## config.mk

```make
export PLATFORM = sky130hd
export DESIGN_NAME = bmap_queue
export DESIGN_NICKNAME = d
export VERILOG_FILES = /design/src/sv/bmap_pkg.sv /design/src/sv/bmap_queue.sv
export SDC_FILE = /design/constraint.sdc
export NUM_CORES = 1
export LEC_CHECK = 0
export BUFFER_PORTS_ARGS = -buffer_cell sky130_fd_sc_hd__buf_2
export CORE_MARGIN = 2
export CORE_UTILIZATION = 40
export CTS_CLUSTER_SIZE = 28
export DETAILED_ROUTE_END_ITERATION = 6
export GPL_TIMING_DRIVEN = 0
export MAX_ROUTING_LAYER = met4
export PLACE_DENSITY = 0.66
export RECOVER_POWER = 50
export SLEW_MARGIN = 20
export SYNTH_ARGS = -nofsm -noshare
export SYNTH_HDL_FRONTEND = slang
export SYNTH_SLANG_ARGS = --single-unit
```

## constraint.sdc

```tcl
create_clock -name clk_i -period 3.1 [get_ports clk_i]
set_input_delay 0.465 -clock clk_i [delete_from_list [all_inputs] [get_ports clk_i]]
set_output_delay 0.465 -clock clk_i [all_outputs]
set_load 0.1 [all_outputs]
```

## src/sv/bmap_pkg.sv

```systemverilog
// ----------------------------------------------------------------------------
// bmap_pkg
// Shared constants, command codes and helpers of the bitmap allocator.
// ----------------------------------------------------------------------------
package bmap_pkg;

  localparam int BITMAP_WORDS = 256;
  localparam int WORD_BITS    = 32;
  localparam int ADDR_W       = $clog2(BITMAP_WORDS);
  localparam int CNT_W        = ADDR_W + 1;
  localparam int BIT_W        = $clog2(WORD_BITS);
  localparam int IDX_W        = ADDR_W + BIT_W;
  localparam int ONES_W       = IDX_W + 1;
  localparam int POP_W        = BIT_W + 1;
  localparam int MODE_W       = 3;
  localparam int STATUS_W     = 2;

  localparam logic [MODE_W-1:0] MODE_FIND  = 3'd0;
  localparam logic [MODE_W-1:0] MODE_SET   = 3'd1;
  localparam logic [MODE_W-1:0] MODE_CLR   = 3'd2;
  localparam logic [MODE_W-1:0] MODE_GET   = 3'd3;
  localparam logic [MODE_W-1:0] MODE_COUNT = 3'd4;
  localparam logic [MODE_W-1:0] MODE_LOAD  = 3'd5;

  localparam logic [STATUS_W-1:0] ST_OK    = 2'd0;
  localparam logic [STATUS_W-1:0] ST_FULL  = 2'd1;
  localparam logic [STATUS_W-1:0] ST_RANGE = 2'd2;

  typedef enum logic [2:0] {
    OP_FIND,
    OP_SET,
    OP_CLR,
    OP_GET,
    OP_COUNT,
    OP_LOAD,
    OP_RANGE,
    OP_NOP
  } op_e;

  typedef struct packed {
    op_e                  op;
    logic [ADDR_W-1:0]    word;
    logic [BIT_W-1:0]     bitpos;
    logic [WORD_BITS-1:0] data;
    logic [CNT_W-1:0]     nact;
  } cmd_t;

  function automatic logic [POP_W-1:0] popcount(input logic [WORD_BITS-1:0] w);
    logic [WORD_BITS-1:0] v;
    v = w - ((w >> 1) & 32'h5555_5555);
    v = (v & 32'h3333_3333) + ((v >> 2) & 32'h3333_3333);
    v = (v + (v >> 4)) & 32'h0F0F_0F0F;
    v = v + (v >> 8);
    v = v + (v >> 16);
    return v[POP_W-1:0];
  endfunction

endpackage

```

## src/sv/bmap_queue.sv

```systemverilog
// ----------------------------------------------------------------------------
// bmap_queue
// Two-entry command queue between front and back.
// ----------------------------------------------------------------------------
module bmap_queue (
  input  logic           clk_i,
  input  logic           rst_ni,
  input  logic           push_i,
  input  bmap_pkg::cmd_t cmd_i,
  output logic           full_o,
  input  logic           pop_i,
  output logic           valid_o,
  output bmap_pkg::cmd_t cmd_o
);

  bmap_pkg::cmd_t ent_q [2];
  logic           wp_q;
  logic           rp_q;
  logic [1:0]     cnt_q;

  always_ff @(posedge clk_i) begin
    if (push_i) begin
      ent_q[wp_q] <= cmd_i;
    end
  end

  always_ff @(posedge clk_i or negedge rst_ni) begin
    if (!rst_ni) begin
      wp_q  <= 1'b0;
      rp_q  <= 1'b0;
      cnt_q <= 2'd0;
    end else begin
      if (push_i) begin
        wp_q <= !wp_q;
      end
      if (pop_i) begin
        rp_q <= !rp_q;
      end
      cnt_q <= cnt_q + 2'(push_i) - 2'(pop_i);
    end
  end

  assign full_o  = cnt_q == 2'd2;
  assign valid_o = cnt_q != 2'd0;
  assign cmd_o   = ent_q[rp_q];

endmodule

```

==> results.py <==
metrics = {
    "setup_path": {
        "start_kind": "flop",
        "reg2reg_slack_ns": 0.91,
        "cp.required_ns": 2.63,
        "r2r_start": "wp_q",
        "timing_worst_setup_path_type": "flop to output port",
        "worst_r2r_endpoint": "ent_q[0][11]",
        "crit_arrival_ns": 2.06,
        "cp-end-kind": "output port",
        "rr_worst_depth": 2,
        "crit_fanout": 10,
    },
    "sta": {
        "finalSetupViolations": 0,
        "layout_min_cycle_time_ns": 2.53,
        "fin_crit_sh_pct": 81.6,
        "fmax_mhz": 396,
        "hold_slack_ns": 0.147,
        "drv_slew": 10,
        "fin_worst_skew_ns": 0.00628,
        "slew_headroom_pct": -8.86,
        "rsz0062_at_grt": "no",
        "hold_viol": 0,
        "tightest_slew_ns": 1.63,
    },
    "drt": {
        "detail_route.first_pass.iterations": 4,
        "ant_nets": 0,
        "routed_wl_mm": 7.28,
        "drt_iter0_drc": 56,
        "viasPerCell": 4.53,
        "vias": 2209,
        "drc": 0,
        "post_drt_wl_per_cell_microns": 14.9,
    },
    "clock_network": {
        "clkTransAtPathRegs_ns": 0.06,
        "hold_buffers": 1,
        "post_cts_buffers": 0,
        "cts_tree": "yes",
        "clock-sinks": 118,
        "ctsResizeCount": 0,
        "cts_buffers": 17,
        "cts_max_level": 4,
        "max-clock-path-buffers": 2,
        "clock_latency_ns": 0.50,
        "root_buffer": "clkbuf_8",
    },
    "floorplan": {
        "die_w_microns": 109,
        "die_area_sq_um": 11800,
        "core_sq_um": 10800,
        "io_pins": 120,
        "rows": 38,
        "die_y_microns": 109,
        "start_util_pct": 40.7,
    },
    "min_path": {
        "hold_path_class": "primary input to flop",
        "min_from": "cmd_i[38]",
        "worstHoldEndpoint": "ent_q[1][38]",
        "hold_depth": 1,
    },
    "synthesis": {
        "seq_area_frac_synth_pct": 80.3,
        "avgSynthCellArea_sq_um": 22.9,
        "synth-seq-cells": 118,
        "yosysUniqueCellTypes": 13,
        "synth_nets": 255,
        "syn-cell-area_sq_um": 4390,
        "synth_cells": 192,
        "yosys_warnings": 0,
    },
    "placed_design": {
        "port_buffers": 119,
        "place.gp.congestion": 0.673,
        "post-dp-hpwl_mm": 4.90,
        "place_area_sq_um": 5280,
    },
    "cells_and_area": {
        "diodes": 0,
        "fin_nets": 398,
        "syn2layout_area_growth_pct": 33.6,
        "final_util_pct": 54.3,
        "final_area_sq_um": 5860,
        "drive_above_1_share_pct": 55.2,
    },
    "global_route": {
        "grt_pass1_wl_mm": 11.2,
        "grt_max_degree": 44,
        "grt-ovfl-total": 0,
        "grt.total_usage_pct": 13.5,
        "grt_pass1_vias": 2284,
        "antenna_found_initial": 0,
    },
    "outcome": {
        "violations": "max-capacitance violations, max-slew violations",
        "status": "complete, but fails checks",
    },
    "flow_run": {
        "cap_violations": 1,
    },
}
[cells in the mapped netlist (all sizes together)]
master / n / share of area (%)
and2: 1 / 0.14
buf: 6 / 1.1
dfrtp: 4 / 2.3
edfxtp: 114 / 78
ha: 2 / 0.57
inv: 2 / 0.17
mux2: 57 / 16
nor2b: 2 / 0.29
or2: 1 / 0.14
xor2: 2 / 0.40
xor3: 1 / 0.54
[per-layer routing]
metal	track usage, %	wire, microns	vias up
li1	-	-	1048
met4	6.04	84	0
met3	6.28	587	10
met5	-	0	-
met1	14.8	3050	1061
met2	21.3	3560	90
[state kept, by name, indices dropped and copies added (netlist names)]
name and cells:
cnt_q 2, ent_q 114, rp_q 1, wp_q 1
[cell usage in the layout (no fill, tap or decap), drive strengths merged]
cell         Yosys  final
and2             1      1
xor3             1      1
edfxtp         114    114
or2              1      1
buf              6    108
clkinv           0      5
dfrtp            4      4
mux2            57     57
inv              2      2
clkinvlp         0      1
dlygate4sd3      0      1
nor2b            2      2
xor2             2      2
ha               2      2
bufinv           0      5
clkbuf           0     42
[metrics by stage]
step | std cells | setup TNS (ns) | worst slack [ns]
after CTS | 488 | 0 | 0.685
after detailed placement | 455 | 0 | 1.24
after global routing | 488 | 0 | 0.430
final | 488 | 0 | 0.572
after floorplan | 192 | 0 | 0.706
after global placement | 451 | -25.08 | -0.336
[logic make-up (layout without fill, tap and decap cells)]
| family | Yosys count | after routing | synth area share, % |
|---|---|---|---|
| adder cells (fa/ha/maj) | 2 | 2 | 0.570 |
| AND/OR/NAND/NOR | 4 | 4 | 0.570 |
| flip-flops | 118 | 118 | 80.3 |
| buffers and inverters | 8 | 164 | 1.28 |
| XOR/XNOR | 3 | 3 | 0.941 |
| multiplexers | 57 | 57 | 16.3 |
[cell type report]
cell class                      count  area, sq um
Multi-Input combinational cell     66          808
Timing Repair Buffer              124          691
Buffer                              6         47.5
Tap cell                          140          175
Clock inverter                     11          180
Fill cell                         871         4930
Sequential cell                   118         3520
Clock buffer                       21          429
Inverter                            2         7.51
[worst max-delay path, stage by stage, from the launching register on]
cell and delay (ns):
dfrtp_1 0.40, clkbuf_1 0.47, mux2_2 0.40, buf_2 0.29
[how the worst max path moves through the flow]
stage	cells after the start	slack [ns]	to	start
5_1_grt	3	0.43	cmd_o[55]	rp_q
2_1_floorplan	1	0.71	ent_q[0][0]	push_i
3_5_place_dp	4	1.24	cmd_o[33]	rp_q
3_3_place_gp	2	-0.34	ent_q[0][16]	push_i
6_report	3	0.57	cmd_o[49]	rp_q
4_1_cts	4	0.68	cmd_o[33]	rp_q
Power is left out: the tool's default activity adds up to more than one toggle a clock period on the data nets, which glitch-free logic cannot reach.
