<file path="config.mk">
export PLATFORM = sky130hd
export DESIGN_NAME = bmap_front
export DESIGN_NICKNAME = d
export VERILOG_FILES = /design/src/sv/bmap_pkg.sv /design/src/sv/bmap_front.sv
export SDC_FILE = /design/constraint.sdc
export NUM_CORES = 1
export LEC_CHECK = 0
export ABC_CLOCK_PERIOD_IN_PS = 1900
export BUFFER_PORTS_ARGS = -buffer_cell sky130_fd_sc_hd__buf_2
export CAP_MARGIN = 20
export CELL_PAD_IN_SITES_DETAIL_PLACEMENT = 0
export CELL_PAD_IN_SITES_GLOBAL_PLACEMENT = 1
export CORE_MARGIN = 3
export CORE_UTILIZATION = 19
export DETAILED_ROUTE_END_ITERATION = 8
export PLACE_DENSITY = 0.78
export SETUP_SLACK_MARGIN = 0.5
export SLEW_MARGIN = 20
export SYNTH_ARGS = -nofsm -noshare
export SYNTH_HDL_FRONTEND = slang
export SYNTH_SLANG_ARGS = --single-unit
</file>
<file path="constraint.sdc">
create_clock -name clk_i -period 1.9 [get_ports clk_i]
set_input_delay 0.285 -clock clk_i [delete_from_list [all_inputs] [get_ports clk_i]]
set_output_delay 0.285 -clock clk_i [all_outputs]
set_load 0.005 [all_outputs]
</file>
<file path="src/sv/bmap_pkg.sv">
// ----------------------------------------------------------------------------
// bmap_pkg
// Shared constants, command codes and helpers of the bitmap allocator.
// ----------------------------------------------------------------------------
package bmap_pkg;

  localparam int BITMAP_WORDS = 256;
  localparam int WORD_BITS    = 32;
  localparam int ADDR_W       = $clog2(BITMAP_WORDS);
  localparam int CNT_W        = ADDR_W + 1;
  localparam int BIT_W        = $clog2(WORD_BITS);
  localparam int IDX_W        = ADDR_W + BIT_W;
  localparam int ONES_W       = IDX_W + 1;
  localparam int POP_W        = BIT_W + 1;
  localparam int MODE_W       = 3;
  localparam int STATUS_W     = 2;

  localparam logic [MODE_W-1:0] MODE_FIND  = 3'd0;
  localparam logic [MODE_W-1:0] MODE_SET   = 3'd1;
  localparam logic [MODE_W-1:0] MODE_CLR   = 3'd2;
  localparam logic [MODE_W-1:0] MODE_GET   = 3'd3;
  localparam logic [MODE_W-1:0] MODE_COUNT = 3'd4;
  localparam logic [MODE_W-1:0] MODE_LOAD  = 3'd5;

  localparam logic [STATUS_W-1:0] ST_OK    = 2'd0;
  localparam logic [STATUS_W-1:0] ST_FULL  = 2'd1;
  localparam logic [STATUS_W-1:0] ST_RANGE = 2'd2;

  typedef enum logic [2:0] {
    OP_FIND,
    OP_SET,
    OP_CLR,
    OP_GET,
    OP_COUNT,
    OP_LOAD,
    OP_RANGE,
    OP_NOP
  } op_e;

  typedef struct packed {
    op_e                  op;
    logic [ADDR_W-1:0]    word;
    logic [BIT_W-1:0]     bitpos;
    logic [WORD_BITS-1:0] data;
    logic [CNT_W-1:0]     nact;
  } cmd_t;

  function automatic logic [POP_W-1:0] popcount(input logic [WORD_BITS-1:0] w);
    logic [WORD_BITS-1:0] v;
    v = w - ((w >> 1) & 32'h5555_5555);
    v = (v & 32'h3333_3333) + ((v >> 2) & 32'h3333_3333);
    v = (v + (v >> 4)) & 32'h0F0F_0F0F;
    v = v + (v >> 8);
    v = v + (v >> 16);
    return v[POP_W-1:0];
  endfunction

endpackage

</file>
<file path="src/sv/bmap_front.sv">
// ----------------------------------------------------------------------------
// bmap_front
// Holds the words-in-use register, decodes requests, range checks them and
// pushes commands into the queue.
// ----------------------------------------------------------------------------
module bmap_front (
  input  logic                                 clk_i,
  input  logic                                 rst_ni,
  input  logic                                 cfg_valid_i,
  output logic                                 cfg_ready_o,
  input  logic [bmap_pkg::CNT_W-1:0]           words_in_use_i,
  input  logic                                 in_valid_i,
  output logic                                 in_ready_o,
  input  logic [bmap_pkg::MODE_W-1:0]          mode_i,
  input  logic [bmap_pkg::IDX_W-1:0]           bit_index_i,
  input  logic [bmap_pkg::ADDR_W-1:0]          word_index_i,
  input  logic [bmap_pkg::WORD_BITS-1:0]       word_data_i,
  input  logic                                 q_full_i,
  output logic                                 q_push_o,
  output bmap_pkg::cmd_t                       q_cmd_o
);

  localparam logic [bmap_pkg::CNT_W-1:0] WORDS_N = bmap_pkg::CNT_W'(bmap_pkg::BITMAP_WORDS);

  logic [bmap_pkg::CNT_W-1:0]  wiu_q;
  logic [bmap_pkg::CNT_W-1:0]  nact;
  logic [bmap_pkg::ADDR_W-1:0] bit_word;
  logic                        bit_oor;

  always_ff @(posedge clk_i or negedge rst_ni) begin
    if (!rst_ni) begin
      wiu_q <= WORDS_N;
    end else if (cfg_valid_i) begin
      wiu_q <= words_in_use_i;
    end
  end

  assign cfg_ready_o = 1'b1;
  assign in_ready_o  = !q_full_i;
  assign q_push_o    = in_valid_i && !q_full_i;

  assign nact     = (wiu_q > WORDS_N) ? WORDS_N : wiu_q;
  assign bit_word = bit_index_i[bmap_pkg::IDX_W-1:bmap_pkg::BIT_W];
  assign bit_oor  = {1'b0, bit_word} >= nact;

  always_comb begin
    q_cmd_o.word   = bit_word;
    q_cmd_o.bitpos = bit_index_i[bmap_pkg::BIT_W-1:0];
    q_cmd_o.data   = word_data_i;
    q_cmd_o.nact   = nact;
    case (mode_i)
      bmap_pkg::MODE_FIND:  q_cmd_o.op = bmap_pkg::OP_FIND;
      bmap_pkg::MODE_SET:   q_cmd_o.op = bit_oor ? bmap_pkg::OP_RANGE : bmap_pkg::OP_SET;
      bmap_pkg::MODE_CLR:   q_cmd_o.op = bit_oor ? bmap_pkg::OP_RANGE : bmap_pkg::OP_CLR;
      bmap_pkg::MODE_GET:   q_cmd_o.op = bit_oor ? bmap_pkg::OP_RANGE : bmap_pkg::OP_GET;
      bmap_pkg::MODE_COUNT: q_cmd_o.op = bmap_pkg::OP_COUNT;
      bmap_pkg::MODE_LOAD: begin
        q_cmd_o.word = word_index_i;
        q_cmd_o.op   = ({1'b0, word_index_i} >= WORDS_N) ? bmap_pkg::OP_RANGE
                                                         : bmap_pkg::OP_LOAD;
      end
      default:              q_cmd_o.op = bmap_pkg::OP_NOP;
    endcase
  end

endmodule

</file>
==> results.md <==
* Mapped Nets at 191
* Routed WL per cell at 12.0 um
* Final setup fails at 3
* Largest family of logic cells by synthesized area: buffers and inverters
* Critical path type: reg -> out
* I/O Pins at 130
* Die area at about 0.0065 mm^2
* Post-Synth Simple-Gate Area at a little over a tenth
* Clock sinks at 9
* Mapped Area at 0.00106 mm^2
* Worst Path Max Fanout at 6
* Pin count of the biggest net entering global routing at 10
* DIE HEIGHT at 80.7 um
* GR Overflow Total at 0
* CP Launch Type: register
* Drt initial violations at 10
* Vias post-DR at 775
* GRT Total Usage at roughly 7.6%
* Area share of the largest cell type after synthesis at 26.9%
* Root Buffer: clkbuf_8
* TritonCTS clock tree: built
* Arrival @ worst endpoint at 1.87 ns
* Core area at between 0.005 and 0.006 mm^2
* Pins Over Slew Limit at 0
* RSZ-0062 raised after global routing: true
* Async S/R FF share, synth at 100%
* Syn avg cell area at 9.39 um^2
* Synth Area in Compound Gates at under 10%
* Pwr Density at 552 mW/mm^2
* Yosys reg bits at 9
* Ranking of synthesized cells by area: buf_4 (27%), dfrtp_1 (19%), mux2_2 (17%)
* Top flop regs: wiu_q x9
* Drc violations at 0
* Tcrit/Tclk final at 114%
* Post-Synth Adder-Cell Area at 9.43%
* Clk slew on worst S/H paths at 0.04 ns
* Final ANT Viol Nets at 0
* FILL cells at 569
* Final net count at around 220
* YS warnings at 0
* Clk buf depth at 2
* Initial antenna violation count at 0
* Finished Core Util at 25.9%
* Mapped Cells at ~110
* WL final at 2490 um
* Worst setup EP type: primary output
* WP data required at about 1.6 ns
* Post-synth top cells: buf_4 (38), mux2_2 (16), inv_1 (9)
* Area Growth Syn to Fin at 28.1%
* Hpwl dp at 2050 um
* Post-synthesis sequential area ratio at between 20% and 30%
* Initial cell density of the core at 20.3%
* Vias in the first global route at 783
* Mux share of post-synthesis cell area at 18.0%
* VDD IR max at 0.344 mV
* Fin. Hold Viols at 0
* Max Clk Rate at 463 MHz
* Final worst setup slack at -0.260 ns
* Total CTS buffers at 3
* # Max-Cap Violations at 0
* Most frequent cell after synthesis: buf_4
* Failing checks: negative setup slack
* I/O Buffers at 54
* Reg with most FFs: wiu_q
* Leak Pwr at a little over 0.0007 uW
* Clock skew at 0 ns
* Router iterations before antenna repair at 2
* Footprint of the multi-input gates at about 570 um^2
* Vias per std cell at 3.73
* Largest register FFs at 9
* Synth area leader: buf_4
* Post-synth EDFFs at 0
* XOR/XNOR share of the synthesized area at 0%
* Antenna diode count at 0
* Register Area at 226 um^2
* Htree depth at 1
* Clk_lat worst skew at 0.23 ns
* First-pass GRT wire length at around 3800 um
* Final Power at 750 uW
* Outcome: finished with violations
* Hold crit path type: in -> reg
* Share of cells above drive strength 1 at ~69%
* Die W at 80.7 um
* Yosys cell types at 24
* Setup TNS at -0.734 ns
* Routability Congestion at 0.675
* Fin crit period at 2.16 ns
* Prevailing post-synth register cell: dfrtp_1
* Cell row count at 26
-- placed cells by master (no fill, tap or decap) --
master / n
buf_6: 10
conb_1: 1
inv_2: 2
buf_2: 46
a21oi_2: 2
dlygate4sd3_1: 1
clkbuf_1: 1
nand2b_1: 5
dfrtp_1: 8
dfstp_2: 1
nor2_1: 3
a211oi_2: 1
clkbuf_8: 3
ha_1: 6
ha_4: 2
o21bai_1: 2
nand2b_4: 3
o21ai_0: 1
nand4b_1: 1
nor2b_4: 1
buf_4: 4
mux2_2: 13
a21bo_1: 1
nor2b_1: 2
a21oi_1: 1
nand3b_4: 1
o32ai_2: 1
mux2_4: 4
inv_1: 7
o21ai_1: 1
nand2_1: 2
buf_8: 1
-- repair_timing --
item                                   4_1_cts  5_1_grt
gates resized for setup                     18        8
gates cloned                                 0        0
buffers inserted                             2        1
endpoints found under the hold margin        8        0
setup endpoints to repair                   12       15
pin swaps                                    4        2
hold buffers                                 1        0
-- per-stage QoR --
step	setup WS [ns]	std cells	hold WS, ns	area [um^2]
4_1_cts	-0.293	207	0.278	1310
5_1_grt	-0.381	208	0.278	1360
3_3_place_gp	-0.0480	200	0.146	1160
2_1_floorplan	0.0888	113	-0.0106	1080
3_5_place_dp	-0.0752	200	0.153	1160
6_report	-0.260	208	0.282	1360
-- cells by family (layout without fill, tap and decap cells) --
group	count (synthesis)	count (layout)
adder cells (fa/ha/maj)	8	8
flip-flops	9	9
AO/OA/AOI/OAI	10	10
buffers and inverters	50	75
multiplexers	17	17
other	1	1
AND/OR/NAND/NOR	18	18
-- worst paths after layout --
check                                        from     endpoint  slack, ns  cells after the start
worst min register to register           wiu_q[2]     wiu_q[2]       0.51                      1
worst max-delay path                     wiu_q[8]  q_cmd_o[54]      -0.26                      7
max in group asynchronous                  rst_ni     wiu_q[8]       1.22                      2
worst min-delay path            words_in_use_i[0]     wiu_q[0]       0.28                      2
min in group asynchronous                  rst_ni     wiu_q[5]       0.43                      2
worst max register to register           wiu_q[8]     wiu_q[8]       1.01                      2
-- worst max-delay path: stages, from the launching register on --
cell,delay (ns)
dfstp_2,0.56
nand2b_4,0.15
ha_4,0.20
a211oi_2,0.20
o32ai_2,0.12
a21oi_2,0.18
a21bo_1,0.13
buf_2,0.10
-- area by class of cell --
| cell class | count | share of cell area (%) |
|---|---|---|
| Multi-Input combinational cell | 54 | 41.8 |
| Timing Repair Buffer | 62 | 29.3 |
| Sequential cell | 9 | 16.7 |
| Tap cell | 70 | 6.45 |
| Clock buffer | 4 | 3.31 |
| Inverter | 9 | 2.49 |
-- routing by layer --
| layer | GRT usage [%] | vias up | routed length, um |
|---|---|---|---|
| met2 | 12.9 | 35 | 1250 |
| met4 | 4.05 | 0 | 48 |
| met3 | 2.00 | 7 | 230 |
| met1 | 8.67 | 354 | 956 |
| li1 | - | 379 | - |
| met5 | 0 | - | 0 |
-- power by group --
| group | total [uW] | leakage, uW | switching [uW] | internal, uW |
|---|---|---|---|---|
| combinational | 298 | 0.000588 | 119 | 179 |
| sequential | 230 | 0.000104 | 16.4 | 214 |
| clock | 222 | 0.0000228 | 75.9 | 146 |
Note: power is estimated with default switching activity, not from simulation.
